$ cat config.mk
export PLATFORM = sky130hd
export DESIGN_NAME = cartridge_bridge_bank_registers
export DESIGN_NICKNAME = d
export VERILOG_FILES = /design/src/hdl/cbbr_pkg.sv /design/src/hdl/cbbr_in_stage.sv /design/src/hdl/cbbr_decode.sv /design/src/hdl/cbbr_out_stage.sv /design/src/hdl/cartridge_bridge_bank_registers.sv
export SDC_FILE = /design/constraint.sdc
export NUM_CORES = 1
export LEC_CHECK = 0
export BUFFER_PORTS_ARGS = -buffer_cell sky130_fd_sc_hd__buf_4
export CAP_MARGIN = 20
export CORE_UTILIZATION = 50
export CTS_CLUSTER_SIZE = 28
export DETAILED_ROUTE_END_ITERATION = 6
export GPL_TIMING_DRIVEN = 0
export PLACE_DENSITY = 0.77
export SLEW_MARGIN = 10
export SYNTH_ARGS = -nofsm -noshare
export SYNTH_HDL_FRONTEND = slang
export SYNTH_SLANG_ARGS = --single-unit
export TNS_END_PERCENT = 10
$ cat constraint.sdc
create_clock -name clk -period 2.77 [get_ports clk]
set_clock_uncertainty 0.1 [all_clocks]
set_input_delay 0.554 -clock clk [delete_from_list [all_inputs] [get_ports clk]]
set_output_delay 0.554 -clock clk [all_outputs]
set_load 0.03 [all_outputs]
$ cat src/hdl/cbbr_pkg.sv
// Shared types, region codes and constants for the cartridge bridge bank registers.
// No dependencies; every module of the block imports this package.
`default_nettype none
package cbbr_pkg;

	localparam logic [14:0] ADDR_CTRL_END   = 15'h1fff;
	localparam logic [14:0] ADDR_BANK_END   = 15'h2fff;
	localparam logic [14:0] ADDR_ENABLE_END = 15'h3fff;
	localparam logic [7:0]  CODE_ON         = 8'h84;
	localparam logic [7:0]  CODE_OFF        = 8'hfe;
	localparam logic [1:0]  BANK_ON         = 2'd3;
	localparam logic [1:0]  PHASE_START     = 2'd3;
	localparam logic [7:0]  BANK_MAX        = 8'd3;

	typedef enum logic [1:0] {
		REGION_CTRL,
		REGION_BANK,
		REGION_ENABLE,
		REGION_WINDOW
	} region_t;

	typedef enum logic {
		MODE_READ  = 1'b0,
		MODE_WRITE = 1'b1
	} mode_t;

	typedef struct packed {
		logic        cart_present;
		logic [7:0]  cart_read_data;
		logic [7:0]  write_data;
		logic [15:0] address;
		mode_t       mode;
	} in_item_t;

	typedef struct packed {
		logic        cart_power;
		logic        cart_write;
		logic        cart_read;
		logic [15:0] cart_address;
		logic [7:0]  read_data;
	} out_item_t;

	typedef struct packed {
		logic     valid;
		in_item_t item;
	} in_beat_t;

	function automatic region_t region_of(input logic [14:0] a);
		region_t r;
		if (a <= ADDR_CTRL_END) begin
			r = REGION_CTRL;
		end else if (a <= ADDR_BANK_END) begin
			r = REGION_BANK;
		end else if (a <= ADDR_ENABLE_END) begin
			r = REGION_ENABLE;
		end else begin
			r = REGION_WINDOW;
		end
		return r;
	endfunction

endpackage
`default_nettype wire

$ cat src/hdl/cbbr_in_stage.sv
// Input register stage of the cartridge bridge: captures one access beat.
// Depends on cbbr_pkg for the item types.
`default_nettype none
module cbbr_in_stage (
	input  wire                clk,
	input  wire                arst_n,
	input  wire                in_valid,
	output logic               in_ready,
	input  cbbr_pkg::in_item_t in_item,
	input  wire                advance,
	output cbbr_pkg::in_beat_t beat_s1
);
	import cbbr_pkg::*;

	logic     valid_s1;
	in_item_t item_s1;

	assign in_ready = !valid_s1 || advance;

	always_ff @(posedge clk or negedge arst_n) begin
		if (!arst_n) begin
			valid_s1 <= 1'b0;
		end else if (in_ready) begin
			valid_s1 <= in_valid;
		end
	end

	always_ff @(posedge clk) begin
		if (in_valid && in_ready) begin
			item_s1 <= in_item;
		end
	end

	assign beat_s1 = '{valid: valid_s1, item: item_s1};

endmodule
`default_nettype wire

$ cat src/hdl/cbbr_decode.sv
// Address decode and bank/enable/status registers of the cartridge bridge.
// Depends on cbbr_pkg; state advances only when an access leaves the input stage.
`default_nettype none
module cbbr_decode (
	input  wire                 clk,
	input  wire                 arst_n,
	input  cbbr_pkg::in_item_t  item,
	input  wire                 advance,
	output cbbr_pkg::out_item_t result
);
	import cbbr_pkg::*;

	logic       bridge_on_q, bridge_on_d;
	logic [1:0] bank_q, bank_d;
	logic       cart_on_q, cart_on_d;
	logic [1:0] reset_phase_q, reset_phase_d;

	logic [14:0] a;
	region_t     region;
	logic [15:0] window_addr;

	assign a           = item.address[14:0];
	assign region      = region_of(a);
	assign window_addr = {bank_q, a[13:0]};

	always_comb begin
		bridge_on_d   = bridge_on_q;
		bank_d        = bank_q;
		cart_on_d     = cart_on_q;
		reset_phase_d = reset_phase_q;
		result        = '0;
		if (item.mode == MODE_WRITE) begin
			if (region == REGION_CTRL) begin
				if (item.write_data == CODE_ON) begin
					bridge_on_d = 1'b1;
					if (!bridge_on_q) begin
						bank_d        = BANK_ON;
						cart_on_d     = 1'b0;
						reset_phase_d = '0;
					end
				end else if (item.write_data == CODE_OFF) begin
					bridge_on_d = 1'b0;
				end
			end else if (bridge_on_q) begin
				case (region)
					REGION_BANK: begin
						bank_d = (item.write_data > BANK_MAX) ? 2'd0 : item.write_data[1:0];
					end
					REGION_ENABLE: begin
						cart_on_d = item.write_data[0];
						if (!cart_on_q && item.write_data[0]) begin
							reset_phase_d     = PHASE_START;
							result.cart_power = 1'b1;
						end
					end
					default: begin
						if (cart_on_q) begin
							result.cart_address = window_addr;
							result.cart_write   = 1'b1;
						end
					end
				endcase
			end
		end else if (bridge_on_q) begin
			case (region)
				REGION_CTRL: begin
					result.read_data = CODE_ON;
				end
				REGION_BANK: begin
					result.read_data = {6'd0, bank_q};
				end
				REGION_ENABLE: begin
					result.read_data = {1'b1, !item.cart_present, 2'b00,
						reset_phase_q, 1'b0, cart_on_q};
					// step the power-up sequence on status reads
					if (cart_on_q && reset_phase_q == 2'd3) begin
						reset_phase_d = 2'd2;
					end else if (!cart_on_q && reset_phase_q != 2'd0
						&& reset_phase_q != 2'd3) begin
						reset_phase_d = reset_phase_q - 2'd1;
					end
				end
				default: begin
					if (cart_on_q) begin
						result.cart_address = window_addr;
						result.cart_read    = 1'b1;
						result.read_data    = item.cart_read_data;
					end
				end
			endcase
		end
	end

	always_ff @(posedge clk or negedge arst_n) begin
		if (!arst_n) begin
			bridge_on_q   <= 1'b0;
			bank_q        <= '0;
			cart_on_q     <= 1'b0;
			reset_phase_q <= '0;
		end else if (advance) begin
			bridge_on_q   <= bridge_on_d;
			bank_q        <= bank_d;
			cart_on_q     <= cart_on_d;
			reset_phase_q <= reset_phase_d;
		end
	end

endmodule
`default_nettype wire

$ cat src/hdl/cbbr_out_stage.sv
// Result register of the cartridge bridge: holds one result beat until taken.
// Depends on cbbr_pkg for the result type.
`default_nettype none
module cbbr_out_stage (
	input  wire                 clk,
	input  wire                 arst_n,
	input  wire                 load,
	input  cbbr_pkg::out_item_t result,
	output logic                out_valid,
	input  wire                 out_ready,
	output cbbr_pkg::out_item_t out_item
);
	import cbbr_pkg::*;

	logic      valid_s2;
	out_item_t item_s2;

	always_ff @(posedge clk or negedge arst_n) begin
		if (!arst_n) begin
			valid_s2 <= 1'b0;
		end else if (load) begin
			valid_s2 <= 1'b1;
		end else if (out_ready) begin
			valid_s2 <= 1'b0;
		end
	end

	always_ff @(posedge clk) begin
		if (load) begin
			item_s2 <= result;
		end
	end

	assign out_valid = valid_s2;
	assign out_item  = item_s2;

endmodule
`default_nettype wire

$ cat src/hdl/cartridge_bridge_bank_registers.sv
// Top level of the cartridge bridge bank registers: input stage, decode, result stage.
// Depends on cbbr_pkg, cbbr_in_stage, cbbr_decode and cbbr_out_stage.
//
//  channel | dir | handshake                 | payload
//  --------+-----+---------------------------+-------------------------------------------
//  s_axis  | in  | s_axis_tvalid/tready      | tdata: address, write_data, cart_read_data,
//          |     |                           |        cart_present; tuser: mode
//  m_axis  | out | m_axis_tvalid/tready      | tdata: read_data, cart_address, cart_read,
//          |     |                           |        cart_write, cart_power
//
// One access per cycle sustained while m_axis_tready stays high; each beat passes through the
// input register, then is decoded into the result register.
// Reset clears bridge_on, bank, cart enable and the reset phase, and empties both stages.
// A stalled result holds in the output register while one more access waits in the input
// register; beyond that s_axis_tready drops.
`default_nettype none
module cartridge_bridge_bank_registers (
	input  wire         clk,
	input  wire         arst_n,
	input  wire         s_axis_tvalid,
	output logic        s_axis_tready,
	// [15:0] address, [23:16] write_data, [31:24] cart_read_data, [32] cart_present,
	// [39:33] zero
	input  wire  [39:0] s_axis_tdata,
	// [0] mode
	input  wire  [0:0]  s_axis_tuser,
	output logic        m_axis_tvalid,
	input  wire         m_axis_tready,
	// [7:0] read_data, [23:8] cart_address, [24] cart_read, [25] cart_write,
	// [26] cart_power, [31:27] zero
	output logic [31:0] m_axis_tdata
);
	import cbbr_pkg::*;

	in_item_t  in_item;
	in_beat_t  beat_s1;
	out_item_t result;
	out_item_t out_item;
	logic      advance;

	// unpack the slave beat into the item fields
	assign in_item.mode           = mode_t'(s_axis_tuser[0]);
	assign in_item.address        = s_axis_tdata[15:0];
	assign in_item.write_data     = s_axis_tdata[23:16];
	assign in_item.cart_read_data = s_axis_tdata[31:24];
	assign in_item.cart_present   = s_axis_tdata[32];

	// advance the held access whenever the result register is free or being drained
	assign advance = beat_s1.valid && (!m_axis_tvalid || m_axis_tready);

	cbbr_in_stage u_in (
		.clk      (clk),
		.arst_n   (arst_n),
		.in_valid (s_axis_tvalid),
		.in_ready (s_axis_tready),
		.in_item  (in_item),
		.advance  (advance),
		.beat_s1  (beat_s1)
	);

	cbbr_decode u_decode (
		.clk     (clk),
		.arst_n  (arst_n),
		.item    (beat_s1.item),
		.advance (advance),
		.result  (result)
	);

	cbbr_out_stage u_out (
		.clk       (clk),
		.arst_n    (arst_n),
		.load      (advance),
		.result    (result),
		.out_valid (m_axis_tvalid),
		.out_ready (m_axis_tready),
		.out_item  (out_item)
	);

	// pack the result fields, zero fill the top bits
	assign m_axis_tdata = {5'd0, out_item.cart_power, out_item.cart_write,
		out_item.cart_read, out_item.cart_address, out_item.read_data};

	// a forwarded access is either a read or a write, never both
	a_fwd_exclusive: assert property (@(posedge clk) disable iff (!arst_n)
		m_axis_tvalid |-> !(out_item.cart_read && out_item.cart_write))
		else $error("cart_read and cart_write both set");

	// nothing forwarded means no cartridge address
	a_addr_idle: assert property (@(posedge clk) disable iff (!arst_n)
		(m_axis_tvalid && !out_item.cart_read && !out_item.cart_write)
		|-> out_item.cart_address == 16'd0)
		else $error("cart_address set on an unforwarded access");

	// a power pulse comes from a write, which returns no data and forwards nothing
	a_power_write: assert property (@(posedge clk) disable iff (!arst_n)
		(m_axis_tvalid && out_item.cart_power)
		|-> (out_item.read_data == 8'd0 && !out_item.cart_read && !out_item.cart_write))
		else $error("cart_power on a non-enable write");

	// back pressure at the input only while an access is waiting in the input register
	a_ready_hold: assert property (@(posedge clk) disable iff (!arst_n)
		!s_axis_tready |-> (beat_s1.valid && m_axis_tvalid && !m_axis_tready))
		else $error("input stalled without a full pipeline");

	// an advancing access always lands in the result register
	a_advance_load: assert property (@(posedge clk) disable iff (!arst_n)
		advance |=> m_axis_tvalid)
		else $error("advanced access lost");

endmodule
`default_nettype wire
==> results.toml <==
[critical_path]
worstPathRequired_ns = 2.76
r2r_slack_ns = 0.18
worst_setup_path_start_kind = "register"
critical_path.startpoint = "u_in.beat_s1[14]$_DFFE_PP_"
cpPeakStageDelay_ns = 0.40
r2r_start = "u_in.beat_s1[14]$_DFFE_PP_"
cp-end-kind = "register"
cp_max_fo = 10
crit_chain = "nor2b_1, or2_2, inv_1, ha_1, nand2b_1, nor3_2, a21o_1, clkbuf_2, and2_1"
critPathArrivalTime_ns = 2.58
r2r-end = "u_out.out_item[13]$_DFFE_PP_"
worst-setup-path-type = "register to register"
worst_r2r_path_depth = 9
cp_slowest_cell = "edfxtp_1"

[final_layout]
drive_above_1_share = 0.349
regArea_mm2 = 0.00200
nFillCells = 402
final_cell_area_mm2 = 0.00355
syn_to_final_growth_pct = 29.6
layout.nets = 315
multi_input_area_um2 = 677
antenna_cells = 0
post-route-util = 0.682

[sta]
timing.fmax_mhz = 386
max_slew_margin = 0.488
tns_ns = 0
finalCriticalPeriod_ns = 2.59
slew_violations = 0
hold_viol = 0
finalCritPeriodShare = 0.935
worst-slew-pin-transition_ns = 0.768
setup_viol = 0
holdWs_ns = 0.283

[die]
die_w_um = 76.0
row_count = 26
dieHeight_um = 76.0
coreArea_mm2 = 0.00520
initial_core_util = 0.526
io_pins = 79
die_area_mm2 = 0.00578

[run_status]
outcome = "completed"

[yosys]
synth_edf_count = 60
yosysSeqAreaShare = 0.731
synth_area_mm2 = 0.00274
synth_seq_cells = 68
yosysTopAreaCell = "edfxtp_1"
postSynthAreaPerCell_um2 = 14.8
ys_types = 37
yosys_warnings = 0
ys_top_cells_by_count = "edfxtp_1, and2_1, nor2_1, a21oi_1, dfrtp_1"
synth_top_area_share = 0.658
synthCells = 185
ys_top_cells_by_area = "edfxtp_1, dfrtp_1, and2_1"
yosysMostFrequentCell = "edfxtp_1"
synth-main-ff-cell = "edfxtp_1"
ys_async_sr_fraction = 0.118

[routing]
route.vias.total = 1668
drc = 0
vias_per_cell = 4.92
first_pass_iters = 4
drtIter0Drc = 95
antenna_left = 0
wire_per_inst_um = 13.5
wl_um = 4560

[clock_network]
clk_pin_slew_ns = 0.08
clockBufferDepth = 2
clock-sinks = 68
numCtsBuffers = 9
cts_tree = "built"
postCtsSetupBuffers = 0
insertion_delay_ns = 0.34
h-tree-depth = 3
root_buffer = "clkbuf_8"

[global_routing]
antenna_found_initial = 0
grt_max_degree = 34
grt.total_usage = 0.177
grt_pass1_wl_um = 7630
grt_overflow = 0
grt_pass1_vias = 1647

[pwr]
p_leak_uw = 0.00146
power_uw = 2280
powerDensity_mw_per_mm2 = 643
ir_drop_mv = 0.394

[place]
io_buffers = 65
placed_cell_area_mm2 = 0.00335
gp_congestion = 0.798
dp_hpwl_um = 3190

[min_path]
hold_path_startpoint = "s_axis_tdata[10]"
hold_depth = 1
min_path_type = "input pin to register"
whs_endpoint = "u_in.beat_s1[11]$_DFFE_PP_"

[job]
max-cap-violations = 0
-- report_power, final --
part | switching, µW | internal (µW) | leakage [µW]
combinational | 154 | 106 | 0.000678
sequential | 29.6 | 1190 | 0.000682
clock | 383 | 420 | 0.0000958
total | 567 | 1720 | 0.00146
-- through the flow --
stage,instances,setup slack (ns)
after global placement,324,-0.0964
after CTS,341,0.0116
after global routing,339,-0.00261
after detailed placement,325,-0.162
final,339,0.181
after floorplan,189,0.324
-- cell families after synthesis --
group | count (synthesis) | share of synthesized area
flops | 68 | 0.731
simple gates | 67 | 0.140
compound gates | 22 | 0.0553
buf+inv | 17 | 0.0301
fa+ha+maj | 6 | 0.0274
mux | 4 | 0.0155
other cells | 1 | 0.00137
-- worst max-delay path: cells and delay by family (launching register included) --
| family | cells | cell delay (ns) |
|---|---|---|
| flops | 1 | 0.40 |
| fa+ha+maj | 1 | 0.34 |
| simple gates | 5 | 0.98 |
| buf+inv | 2 | 0.30 |
| compound gates | 1 | 0.22 |
-- flip-flops by register name (all words and copies together), names as in the netlist --
signal                  flops
u_in.beat_s1               33
u_decode.bridge_on_q        1
u_out.out_item             27
u_decode.cart_on_q          1
u_in.valid_s1               1
u_decode.reset_phase_q      2
u_decode.bank_q             2
u_out.out_valid             1
-- worst max path at each step --
stage                                         to  slack (ns)  depth (start not counted)
floorplan           u_out.out_item[13]$_DFFE_PP_        0.32                         11
global placement    u_out.out_item[18]$_DFFE_PP_        -0.1                         11
detailed placement  u_out.out_item[13]$_DFFE_PP_       -0.16                         11
CTS                 u_out.out_item[13]$_DFFE_PP_        0.01                         10
global route        u_out.out_item[13]$_DFFE_PP_      -0.003                          9
finish              u_out.out_item[13]$_DFFE_PP_        0.18                          9
-- layout make-up --
cell class                      instances  area share
Sequential cell                        68       0.564
Multi-Input combinational cell        104       0.191
Timing Repair Buffer                   67       0.144
Clock buffer                            9      0.0349
Tap cell                               70      0.0247
Clock inverter                          7      0.0215
Buffer                                  9      0.0151
Inverter                                5     0.00528
-- cells in the final DEF, fill, tap and decap left out, types with 2 or more instances in the layout --
master,synthesis,layout
buf_4,5,70
edfxtp_1,60,60
and2_1,19,18
nor2_1,14,14
a21oi_1,9,9
clkbuf_8,0,9
dfrtp_1,8,8
nand2_1,7,7
nand2b_1,7,7
ha_1,6,6
inv_1,5,5
a21o_1,5,5
conb_1,1,5
clkbuf_1,7,3
nor3_1,4,3
nand3b_1,2,2
or4_4,2,2
mux2i_1,2,2
mux2_1,2,2
and3_1,2,2
clkinvlp_4,0,2
clkinv_4,0,2
-- repair_timing --
| action | 4_1_cts | 5_1_grt |
|---|---|---|
| endpoints found under the hold margin | 8 | 0 |
| gates resized for setup | 1 | 1 |
| pin swaps | 1 | 0 |
| hold buffers | 1 | 0 |
| endpoints found under the setup margin | 10 | 12 |
-- metal layers --
layer | global-route usage | vias up | share of wire
met3 | 0.0467 | 8 | 0.054
met5 | 0 | - | 0
met1 | 0.208 | 783 | 0.42
li1 | - | 820 | -
met2 | 0.295 | 57 | 0.51
met4 | 0.104 | 0 | 0.018
(Power assumes the default switching activity.)
